[src/design/hprld_pkg.sv]
package hprld_pkg;

   localparam int URL_MAX_DEFAULT = 65;
   localparam int METHOD_COUNT    = 5;

   localparam logic [7:0] ASCII_SLASH = 8'h2F;
   localparam logic [7:0] ASCII_SPACE = 8'h20;

   // Method names, left aligned, padded with zeros.
   localparam logic [7:0] METHOD_TEXT [0:4][0:6] = '{
      '{"G", "E", "T", 8'h00, 8'h00, 8'h00, 8'h00},
      '{"P", "U", "T", 8'h00, 8'h00, 8'h00, 8'h00},
      '{"P", "O", "S", "T", 8'h00, 8'h00, 8'h00},
      '{"D", "E", "L", "E", "T", "E", 8'h00},
      '{"C", "O", "N", "N", "E", "C", "T"}
   };
   localparam logic [2:0] METHOD_LEN [0:4] = '{3'd3, 3'd3, 3'd4, 3'd6, 3'd7};

   // Entry 0 is HTTP/1.1 (version code 0), entry 1 is HTTP/1.0 (version code 1).
   localparam logic [7:0] VERSION_TEXT [0:1][0:7] = '{
      '{"H", "T", "T", "P", "/", "1", ".", "1"},
      '{"H", "T", "T", "P", "/", "1", ".", "0"}
   };
   localparam logic [2:0] VERSION_LAST = 3'd7;

   typedef struct packed {
      logic       valid;
      logic [2:0] method;
      logic       version;
   } launch_type;

   function automatic logic [7:0] method_char(input logic [2:0] idx, input logic [2:0] pos);
      logic [7:0] c;
      c = 8'h00;
      if (idx < 3'(METHOD_COUNT) && pos < 3'd7) begin
         c = METHOD_TEXT[idx][pos];
      end
      return c;
   endfunction

   function automatic logic [2:0] method_len(input logic [2:0] idx);
      logic [2:0] n;
      n = 3'd0;
      if (idx < 3'(METHOD_COUNT)) begin
         n = METHOD_LEN[idx];
      end
      return n;
   endfunction

   function automatic logic [7:0] version_char(input logic ver, input logic [2:0] k);
      return VERSION_TEXT[ver][k];
   endfunction

endpackage

[src/design/hprld_url_ram.sv]
module hprld_url_ram #(
   parameter int DEPTH = hprld_pkg::URL_MAX_DEFAULT - 1,
   parameter int AW    = 6
) (
   input  logic          clock,
   input  logic          wr_en,
   input  logic [AW-1:0] wr_addr,
   input  logic [7:0]    wr_data,
   input  logic          rd_en,
   input  logic [AW-1:0] rd_addr,
   output logic [7:0]    rd_data
);

   logic [7:0] mem [DEPTH];
   logic [7:0] rd_data_ff;

   always_ff @(posedge clock) begin
      if (wr_en) begin
         mem[wr_addr] <= wr_data;
      end
      if (rd_en) begin
         rd_data_ff <= mem[rd_addr];
      end
   end

   assign rd_data = rd_data_ff;

endmodule

[src/design/hprld_parser.sv]
module hprld_parser #(
   parameter int URL_MAX = hprld_pkg::URL_MAX_DEFAULT,
   parameter int AW      = 6,
   parameter int LW      = 7
) (
   input  logic                   clock,
   input  logic                   reset,
   input  logic                   in_accept,
   input  logic [7:0]             payload_byte,
   input  logic                   segment_end,
   input  logic                   detect_enable,
   output logic                   wr_en,
   output logic [AW-1:0]          wr_addr,
   output logic [7:0]             wr_data,
   output hprld_pkg::launch_type  launch,
   output logic [LW-1:0]          launch_len
);

   localparam logic [LW-1:0] URL_LIMIT = LW'(URL_MAX - 1);

   typedef enum logic [2:0] {
      PH_METHOD,
      PH_SKIP,
      PH_URL_FIRST,
      PH_URL,
      PH_VERSION,
      PH_IDLE
   } phase_type;

   phase_type     phase_ff, phase_in;
   logic [2:0]    pos_ff, pos_in;
   logic [4:0]    cand_ff, cand_in;
   logic [2:0]    method_ff, method_in;
   logic [LW-1:0] len_ff, len_in;
   logic [1:0]    vcand_ff, vcand_in;
   logic [2:0]    vidx_ff, vidx_in;

   logic [4:0]    cand_next;
   logic          hit;
   logic [2:0]    hit_idx;
   logic [1:0]    vcand_next;

   // Candidate pruning for the method name; each method is checked on its own.
   always_comb begin
      for (int i = 0; i < hprld_pkg::METHOD_COUNT; i++) begin
         cand_next[i] = cand_ff[i] && (pos_ff < hprld_pkg::method_len(3'(i)))
            && (hprld_pkg::method_char(3'(i), pos_ff) == payload_byte);
      end
      hit     = 1'b0;
      hit_idx = 3'd0;
      // Walk downward so the lowest matching method index wins.
      for (int i = hprld_pkg::METHOD_COUNT - 1; i >= 0; i--) begin
         if (cand_next[i] && ({1'b0, hprld_pkg::method_len(3'(i))} == {1'b0, pos_ff} + 4'd1)) begin
            hit     = 1'b1;
            hit_idx = 3'(i);
         end
      end
      for (int j = 0; j < 2; j++) begin
         vcand_next[j] = vcand_ff[j] && (hprld_pkg::version_char(j[0], vidx_ff) == payload_byte);
      end
   end

   always_comb begin
      phase_in       = phase_ff;
      pos_in         = pos_ff;
      cand_in        = cand_ff;
      method_in      = method_ff;
      len_in         = len_ff;
      vcand_in       = vcand_ff;
      vidx_in        = vidx_ff;
      wr_en          = 1'b0;
      wr_addr        = len_ff[AW-1:0];
      wr_data        = payload_byte;
      launch.valid   = 1'b0;
      launch.method  = method_ff;
      launch.version = ~vcand_next[0];
      launch_len     = len_ff;

      if (in_accept) begin
         unique case (phase_ff)
            PH_METHOD: begin
               cand_in = cand_next;
               if (cand_next == 5'd0) begin
                  phase_in = PH_IDLE;
               end else if (hit) begin
                  method_in = hit_idx;
                  phase_in  = PH_SKIP;
               end
               if (pos_ff != 3'd7) begin
                  pos_in = pos_ff + 3'd1;
               end
            end
            PH_SKIP: begin
               phase_in = PH_URL_FIRST;
            end
            PH_URL_FIRST: begin
               if (payload_byte == hprld_pkg::ASCII_SLASH) begin
                  phase_in = PH_IDLE;
               end else begin
                  wr_en    = 1'b1;
                  wr_addr  = '0;
                  len_in   = LW'(1);
                  phase_in = PH_URL;
               end
            end
            PH_URL: begin
               if (payload_byte == hprld_pkg::ASCII_SPACE) begin
                  vcand_in = 2'b11;
                  vidx_in  = 3'd0;
                  phase_in = PH_VERSION;
               end else if (len_ff < URL_LIMIT) begin
                  wr_en  = 1'b1;
                  len_in = len_ff + LW'(1);
               end
            end
            PH_VERSION: begin
               vcand_in = vcand_next;
               if (vcand_next == 2'b00) begin
                  phase_in = PH_IDLE;
               end else if (vidx_ff == hprld_pkg::VERSION_LAST) begin
                  launch.valid = detect_enable;
                  phase_in     = PH_IDLE;
               end else begin
                  vidx_in = vidx_ff + 3'd1;
               end
            end
            PH_IDLE: begin
               phase_in = PH_IDLE;
            end
            default: begin
               phase_in = PH_IDLE;
            end
         endcase
      end
   end

   always_ff @(posedge clock) begin
      if (reset || (in_accept && segment_end)) begin
         phase_ff  <= PH_METHOD;
         pos_ff    <= 3'd0;
         cand_ff   <= 5'b11111;
         method_ff <= 3'd0;
         len_ff    <= '0;
         vcand_ff  <= 2'b11;
         vidx_ff   <= 3'd0;
      end else begin
         phase_ff  <= phase_in;
         pos_ff    <= pos_in;
         cand_ff   <= cand_in;
         method_ff <= method_in;
         len_ff    <= len_in;
         vcand_ff  <= vcand_in;
         vidx_ff   <= vidx_in;
      end
   end

endmodule

[src/design/hprld_emitter.sv]
module hprld_emitter #(
   parameter int AW = 6,
   parameter int LW = 7
) (
   input  logic                  clock,
   input  logic                  reset,
   input  hprld_pkg::launch_type launch,
   input  logic [LW-1:0]         launch_len,
   output logic                  rd_en,
   output logic [AW-1:0]         rd_addr,
   input  logic [7:0]            rd_data,
   output logic                  busy,
   output logic                  rsp_valid,
   input  logic                  rsp_stall,
   output logic [7:0]            rsp_url_char,
   output logic                  rsp_url_end,
   output logic [2:0]            rsp_method_code,
   output logic                  rsp_version_code
);

   logic          busy_ff, busy_in;
   logic [LW-1:0] len_ff, len_in;
   logic [2:0]    method_ff, method_in;
   logic          version_ff, version_in;
   logic [LW-1:0] idx_ff, idx_in;
   logic          pend_ff, pend_in;
   logic          pend_end_ff, pend_end_in;
   logic          out_valid_ff, out_valid_in;
   logic [7:0]    out_char_ff, out_char_in;
   logic          out_end_ff, out_end_in;

   logic          take;
   logic          issue;

   assign take  = out_valid_ff && !rsp_stall;
   // A read is issued only when the output register is sure to be free as the
   // data returns in the cycle after the read, so no skid entry is needed.
   assign issue = busy_ff && (idx_ff < len_ff) && !pend_ff && (!out_valid_ff || !rsp_stall);

   assign rd_en   = issue;
   assign rd_addr = idx_ff[AW-1:0];

   always_comb begin
      busy_in      = busy_ff;
      len_in       = len_ff;
      method_in    = method_ff;
      version_in   = version_ff;
      idx_in       = idx_ff;
      pend_in      = issue;
      pend_end_in  = (idx_ff + LW'(1)) == len_ff;
      out_valid_in = out_valid_ff;
      out_char_in  = out_char_ff;
      out_end_in   = out_end_ff;

      if (launch.valid) begin
         busy_in    = 1'b1;
         len_in     = launch_len;
         method_in  = launch.method;
         version_in = launch.version;
         idx_in     = '0;
      end else if (issue) begin
         idx_in = idx_ff + LW'(1);
      end

      if (pend_ff) begin
         out_valid_in = 1'b1;
         out_char_in  = rd_data;
         out_end_in   = pend_end_ff;
      end else if (take) begin
         out_valid_in = 1'b0;
      end

      if (take && out_end_ff) begin
         busy_in = 1'b0;
      end
   end

   always_ff @(posedge clock) begin
      if (reset) begin
         busy_ff      <= 1'b0;
         pend_ff      <= 1'b0;
         out_valid_ff <= 1'b0;
      end else begin
         busy_ff      <= busy_in;
         pend_ff      <= pend_in;
         out_valid_ff <= out_valid_in;
      end
      len_ff      <= len_in;
      method_ff   <= method_in;
      version_ff  <= version_in;
      idx_ff      <= idx_in;
      pend_end_ff <= pend_end_in;
      out_char_ff <= out_char_in;
      out_end_ff  <= out_end_in;
   end

   assign busy             = busy_ff;
   assign rsp_valid        = out_valid_ff;
   assign rsp_url_char     = out_char_ff;
   assign rsp_url_end      = out_end_ff;
   assign rsp_method_code  = method_ff;
   assign rsp_version_code = version_ff;

endmodule

[src/design/http_proxy_request_line_detector_unit.sv]
// Input bytes are taken one per cycle while no URL is being sent out.
// The accepted item with the eighth version byte starts a URL run when detection
// is enabled; each URL byte goes through one URL memory read, then the output
// register, before it shows on rsp, and rsp_stall can hold it there.
// req_stall stays high for the whole run.
// Reset is synchronous and clears control state; the URL memory is not cleared.
module http_proxy_request_line_detector_unit #(
   parameter int URL_MAX = hprld_pkg::URL_MAX_DEFAULT
) (
   input  logic       clock,
   input  logic       reset,
   input  logic       req_valid,
   output logic       req_stall,
   input  logic [7:0] req_payload_byte,
   input  logic       req_segment_end,
   output logic       rsp_valid,
   input  logic       rsp_stall,
   output logic [7:0] rsp_url_char,
   output logic       rsp_url_end,
   output logic [2:0] rsp_method_code,
   output logic       rsp_version_code,
   input  logic       csr_valid,
   output logic       csr_ready,
   input  logic       csr_detect_enable
);

   localparam int DEPTH = URL_MAX - 1;
   localparam int AW    = (DEPTH > 1) ? $clog2(DEPTH) : 1;
   localparam int LW    = $clog2(URL_MAX);

   logic                  detect_enable_ff;
   logic                  in_accept;
   logic                  emit_busy;
   logic                  wr_en;
   logic [AW-1:0]         wr_addr;
   logic [7:0]            wr_data;
   logic                  rd_en;
   logic [AW-1:0]         rd_addr;
   logic [7:0]            rd_data;
   hprld_pkg::launch_type launch;
   logic [LW-1:0]         launch_len;

   assign csr_ready = 1'b1;

   always_ff @(posedge clock) begin
      if (reset) begin
         detect_enable_ff <= 1'b0;
      end else if (csr_valid && csr_ready) begin
         detect_enable_ff <= csr_detect_enable;
      end
   end

   // Input stalls during a URL run, so memory writes and reads never overlap.
   assign req_stall = emit_busy;
   assign in_accept = req_valid && !req_stall;

   hprld_parser #(
      .URL_MAX (URL_MAX),
      .AW      (AW),
      .LW      (LW)
   ) u_parser (
      .clock         (clock),
      .reset         (reset),
      .in_accept     (in_accept),
      .payload_byte  (req_payload_byte),
      .segment_end   (req_segment_end),
      .detect_enable (detect_enable_ff),
      .wr_en         (wr_en),
      .wr_addr       (wr_addr),
      .wr_data       (wr_data),
      .launch        (launch),
      .launch_len    (launch_len)
   );

   hprld_url_ram #(
      .DEPTH (DEPTH),
      .AW    (AW)
   ) u_url_ram (
      .clock   (clock),
      .wr_en   (wr_en),
      .wr_addr (wr_addr),
      .wr_data (wr_data),
      .rd_en   (rd_en),
      .rd_addr (rd_addr),
      .rd_data (rd_data)
   );

   hprld_emitter #(
      .AW (AW),
      .LW (LW)
   ) u_emitter (
      .clock            (clock),
      .reset            (reset),
      .launch           (launch),
      .launch_len       (launch_len),
      .rd_en            (rd_en),
      .rd_addr          (rd_addr),
      .rd_data          (rd_data),
      .busy             (emit_busy),
      .rsp_valid        (rsp_valid),
      .rsp_stall        (rsp_stall),
      .rsp_url_char     (rsp_url_char),
      .rsp_url_end      (rsp_url_end),
      .rsp_method_code  (rsp_method_code),
      .rsp_version_code (rsp_version_code)
   );

endmodule

[config.mk]
export PLATFORM = sky130hd
export DESIGN_NAME = http_proxy_request_line_detector_unit
export DESIGN_NICKNAME = d
export VERILOG_FILES = /design/src/design/hprld_pkg.sv /design/src/design/hprld_url_ram.sv /design/src/design/hprld_parser.sv /design/src/design/hprld_emitter.sv /design/src/design/http_proxy_request_line_detector_unit.sv
export SDC_FILE = /design/constraint.sdc
export NUM_CORES = 1
export LEC_CHECK = 0
export BUFFER_PORTS_ARGS = -buffer_cell sky130_fd_sc_hd__buf_2
export CELL_PAD_IN_SITES_DETAIL_PLACEMENT = 0
export CELL_PAD_IN_SITES_GLOBAL_PLACEMENT = 1
export CORE_AREA = 4 4 248 250
export CTS_BUF_LIST = sky130_fd_sc_hd__clkbuf_8
export CTS_CLUSTER_DIAMETER = 120
export DETAILED_ROUTE_END_ITERATION = 7
export DIE_AREA = 0 0 252 254
export PLACE_DENSITY = 0.72
export REMOVE_ABC_BUFFERS = 1
export SKIP_LAST_GASP = 1
export SLEW_MARGIN = 20
export SYNTH_ARGS = -nofsm -noshare
export SYNTH_HDL_FRONTEND = slang
export SYNTH_SLANG_ARGS = --single-unit
[constraint.sdc]
create_clock -name clock -period 5.3 [get_ports clock]
set_clock_uncertainty 0.15 [all_clocks]
set_input_delay 0.53 -clock clock [delete_from_list [all_inputs] [get_ports clock]]
set_output_delay 0.53 -clock clock [all_outputs]
set_load 0.02 [all_outputs]
==> results.cfg <==
[outcome]
status = finished clean

[setup_path]
reg2reg_setup_slack_ns = 1.57
worstSetupEndpointType = flop
worst_r2r_path_depth = 6
critPathBufInv = 0
critical_path.startpoint_type = flop
worst_path_largest_cell_delay_ns = 0.82
crit_fanout = 8
timing.critical_path.cells = nand2b_1 > nor3b_1 > o21a_1 > nor2b_1 > nand3_1 > nor2_1
critical-path-top-delay-family = simple AND/OR/NAND/NOR gates
worst-endpoint-required_ns = 5.44
rr_endpoint = u_url_ram.mem[10][1]
timing.rr.start = u_emitter.busy
arr_time_crit_path_ns = 3.87
worst-setup-path-type = reg -> reg
critical_path.slowest_cell = sky130_fd_sc_hd__nor2_1

[drt]
via_count = 12000
dr.pass1.iters = 5
remaining_drc_errors = 0
detailedRoute.firstIterationViolations = 1121
via_per_inst = 5.55
detail_route.wl_per_cell_um = 24.8
ant_nets = 0
drt-total-wl_um = 53400

[cts]
clock_insertion_delay_worst_skew_ns = 0.68
cts_inserted_buffers = 89
cts-htree-levels = 3
tritoncts = done
clock-root-buffer = sky130_fd_sc_hd__clkbuf_8
clock_sinks = 578
cts_setup_buffers = 0
cts_buffer_depth = 3
cts-resized-gates = 0
clk_transition_reported_paths_ns = 0.06

[finish]
fin_area_sq_um = 26400
share_of_final_layout_standard_cells_stronger_than_drive_strength_1_pct = 26.3
num-fill-cells = 5013
multi_input_comb_area_sq_um = 6180
register_area_sq_um = 17000
final_stage_net_count = 1349
finish.cell_count_without_fillers = 2154
antennaDiodeCount = 0
layout-area-overhead-vs-synth_pct = 11.8

[sta]
final-setup-viol-count = 0
actual_transition_at_the_worst_max_transition_pin_ns = 0.973
postLayoutSetupSlackWorst_ns = 1.57
timing.slew.headroom_pct = 35.0
layout_worst_path_cycle_share_pct = 70.4
finalMaxSlewViolations = 0
final_period_minus_worst_setup_slack_ns = 3.73
report.final.hold_viol_count = 0
unrepaired_setup_endpoints_after_global_routing = no
clock.fmax_ghz = 0.268
setup_total_negative_slack_ns = 0

[power]
p_leak_nw = 8.11
vdd_ir_drop_max_uv = 170
power_density_relative_to_cell_area_nw_per_um2 = 329

[worst_hold_path]
hold_path_stages = 4
timing.hold.worst.class = in -> reg
hold-path-endpoint = u_parser.vcand_ff[0]
hold_path.startpoint = req_segment_end

[placement]
dp_hpwl_um = 33200
numPortBuffers = 29
gpl.final_weighted_congestion = 0.798
numPlacedInstances = 1989
post_dp_cell_area_sq_um = 24700
pre_cts_ws_ns = 1.01

[floorplan]
std_cell_rows = 89
num_io_pins = 31
die_area_sq_um = 64000
starting_density_pct = 40.0
floorplan.core_area_sq_um = 59000
die_h_um = 254
die_x_um = 252

[global_routing]
grt_max_degree = 75
globalRouteOverflowTotal = 0
antenna_found_initial = 2
grt_pass1_wl_um = 80300
grt_use_total_pct = 16.9
vias_in_the_first_global_route = 12000

[run]
cap_viol_max_count = 0

[yosys]
count_of_mapped_cells_out_of_synthesis = 1218
synth_top_area_share_pct = 68.7
yosys-top-cells-area = sky130_fd_sc_hd__edfxtp_1, sky130_fd_sc_hd__mux4_2, sky130_fd_sc_hd__dfxtp_1, sky130_fd_sc_hd__nor2_1, sky130_fd_sc_hd__ha_1
syn-cell-area_sq_um = 23600
postSynthRegisterBits = 578
sequential_fraction_of_the_synthesis_area_pct = 72.0
postSynth.topFlopCell = sky130_fd_sc_hd__edfxtp_1
synth-edff-count = 540
async_flop_share_pct = 0
yosysTopAreaCell = sky130_fd_sc_hd__edfxtp_1
number_of_distinct_library_cells_after_synthesis = 68
syn-mean-instance-area_sq_um = 19.4
yosys_warnings = 0
## per-layer routing
layer	wire length, um	vias up	global-route usage (%)
met2	26300	469	27.7
li1	-	5150	-
met4	890	0	4.37
met3	3670	81	3.03
met5	0	-	0
met1	22500	6259	23.6
## worst register-to-register path: cells and delay by family (launching register included)
| kind | cells | cell delay, ns |
|---|---|---|
| and+or+nand+nor | 5 | 2.53 |
| DFF | 1 | 0.35 |
| AOI/OAI and AO/OA | 1 | 0.31 |
## cell type report
cell class              count  area share, %
repair buffers             66           1.79
well taps                 773           3.67
clock inverters            68           1.46
clock buffers              92           4.80
inverters                  27          0.385
multi-input cells         550           23.4
flip-flops and latches    578           64.4
## state kept, by name (all words and copies together), names as in the netlist, 5 cells and up
name                    cells
u_emitter.idx_ff            7
u_url_ram.rd_data           8
u_emitter.len_ff            7
u_parser.cand_ff            5
u_url_ram.mem             512
u_parser.launch_len         7
u_emitter.rsp_url_char      8
## through the flow
stage | util [%] | hold slack (ns) | total power, mW
2_1_floorplan | - | 0.236 | 5.16
3_3_place_gp | 41.8 | 0.235 | 5.28
3_5_place_dp | 41.8 | 0.250 | 5.28
4_1_cts | 44.7 | 0.0923 | 8.76
5_1_grt | 44.7 | 0.134 | 9.00
6_report | 44.7 | 0.153 | 8.67
## cells by family (layout without fill, tap and decap cells)
| group | Yosys count | in the layout | synth area share, % |
|---|---|---|---|
| fa+ha+maj | 22 | 22 | 1.17 |
| flops | 578 | 578 | 72.0 |
| mux | 178 | 178 | 16.5 |
| compound gates | 88 | 88 | 2.48 |
| other cells | 1 | 1 | 0.0159 |
| xor+xnor | 27 | 27 | 1.00 |
| simple gates | 234 | 234 | 5.04 |
| buf+inv | 90 | 253 | 1.85 |
## report_power, final
group	leakage (nW)	switching, mW	total [mW]	internal, mW
clock network	0.927	1.72	3.49	1.77
logic	2.00	0.139	0.186	0.0474
registers	5.18	0.0109	5.00	4.99
## Yosys cell counts, types with 11 or more instances
| cell | count |
|---|---|
| sky130_fd_sc_hd__nand3_1 | 14 |
| sky130_fd_sc_hd__nor2_1 | 97 |
| sky130_fd_sc_hd__o21ai_0 | 16 |
| sky130_fd_sc_hd__a21oi_1 | 29 |
| sky130_fd_sc_hd__inv_1 | 27 |
| sky130_fd_sc_hd__xnor2_1 | 16 |
| sky130_fd_sc_hd__xor2_1 | 11 |
| sky130_fd_sc_hd__dfxtp_1 | 38 |
| sky130_fd_sc_hd__buf_2 | 15 |
| sky130_fd_sc_hd__edfxtp_1 | 540 |
| sky130_fd_sc_hd__nor2b_1 | 12 |
| sky130_fd_sc_hd__clkbuf_1 | 29 |
| sky130_fd_sc_hd__mux4_2 | 168 |
| sky130_fd_sc_hd__ha_1 | 22 |
| sky130_fd_sc_hd__nand2_1 | 32 |
## layout by cell type, fill, tap and decap left out, types with 4 or more instances in the layout
cell type,Yosys,layout
sky130_fd_sc_hd__edfxtp_1,540,540
sky130_fd_sc_hd__mux4_2,168,168
sky130_fd_sc_hd__nor2_1,97,97
sky130_fd_sc_hd__clkbuf_8,0,92
sky130_fd_sc_hd__inv_1,27,51
sky130_fd_sc_hd__dfxtp_1,38,34
sky130_fd_sc_hd__nand2_1,32,32
sky130_fd_sc_hd__a21oi_1,29,29
sky130_fd_sc_hd__buf_2,15,29
sky130_fd_sc_hd__buf_4,1,29
sky130_fd_sc_hd__ha_1,22,22
sky130_fd_sc_hd__clkinv_1,0,21
sky130_fd_sc_hd__o21ai_0,16,16
sky130_fd_sc_hd__xnor2_1,16,16
sky130_fd_sc_hd__nand3_1,14,14
sky130_fd_sc_hd__nor2b_1,12,12
sky130_fd_sc_hd__clkinv_2,0,12
sky130_fd_sc_hd__xor2_1,11,11
sky130_fd_sc_hd__nor3_1,10,10
sky130_fd_sc_hd__mux2i_1,10,10
sky130_fd_sc_hd__nand4_1,10,10
sky130_fd_sc_hd__nand2b_1,9,9
sky130_fd_sc_hd__or3_1,7,7
sky130_fd_sc_hd__o22ai_1,6,6
sky130_fd_sc_hd__and3_1,6,6
sky130_fd_sc_hd__nor4_1,6,6
sky130_fd_sc_hd__o21a_1,5,5
sky130_fd_sc_hd__clkinvlp_4,0,5
sky130_fd_sc_hd__dlygate4sd3_1,0,5
sky130_fd_sc_hd__nand3b_1,4,4
sky130_fd_sc_hd__a31oi_1,4,4
sky130_fd_sc_hd__a211o_1,4,4
## how the worst max path moves through the flow
stage,startpoint,end,cells after the start
after floorplan,u_emitter.idx_ff[0],u_emitter.idx_ff[0],10
after global placement,req_payload_byte[5],u_url_ram.mem[50][4],7
after detailed placement,req_payload_byte[5],u_url_ram.mem[42][7],7
after CTS,u_emitter.busy,u_url_ram.mem[42][5],6
after global routing,u_parser.phase_ff[1],u_url_ram.mem[50][7],6
final,u_emitter.busy,u_url_ram.mem[10][1],6
## timing repair
item | CTS | global route
hold buffers | 5 | 0
setup endpoints to repair | 0 | 0
hold endpoints to repair | 4 | 0
No activity file was read; power rests on OpenSTA's default activity.
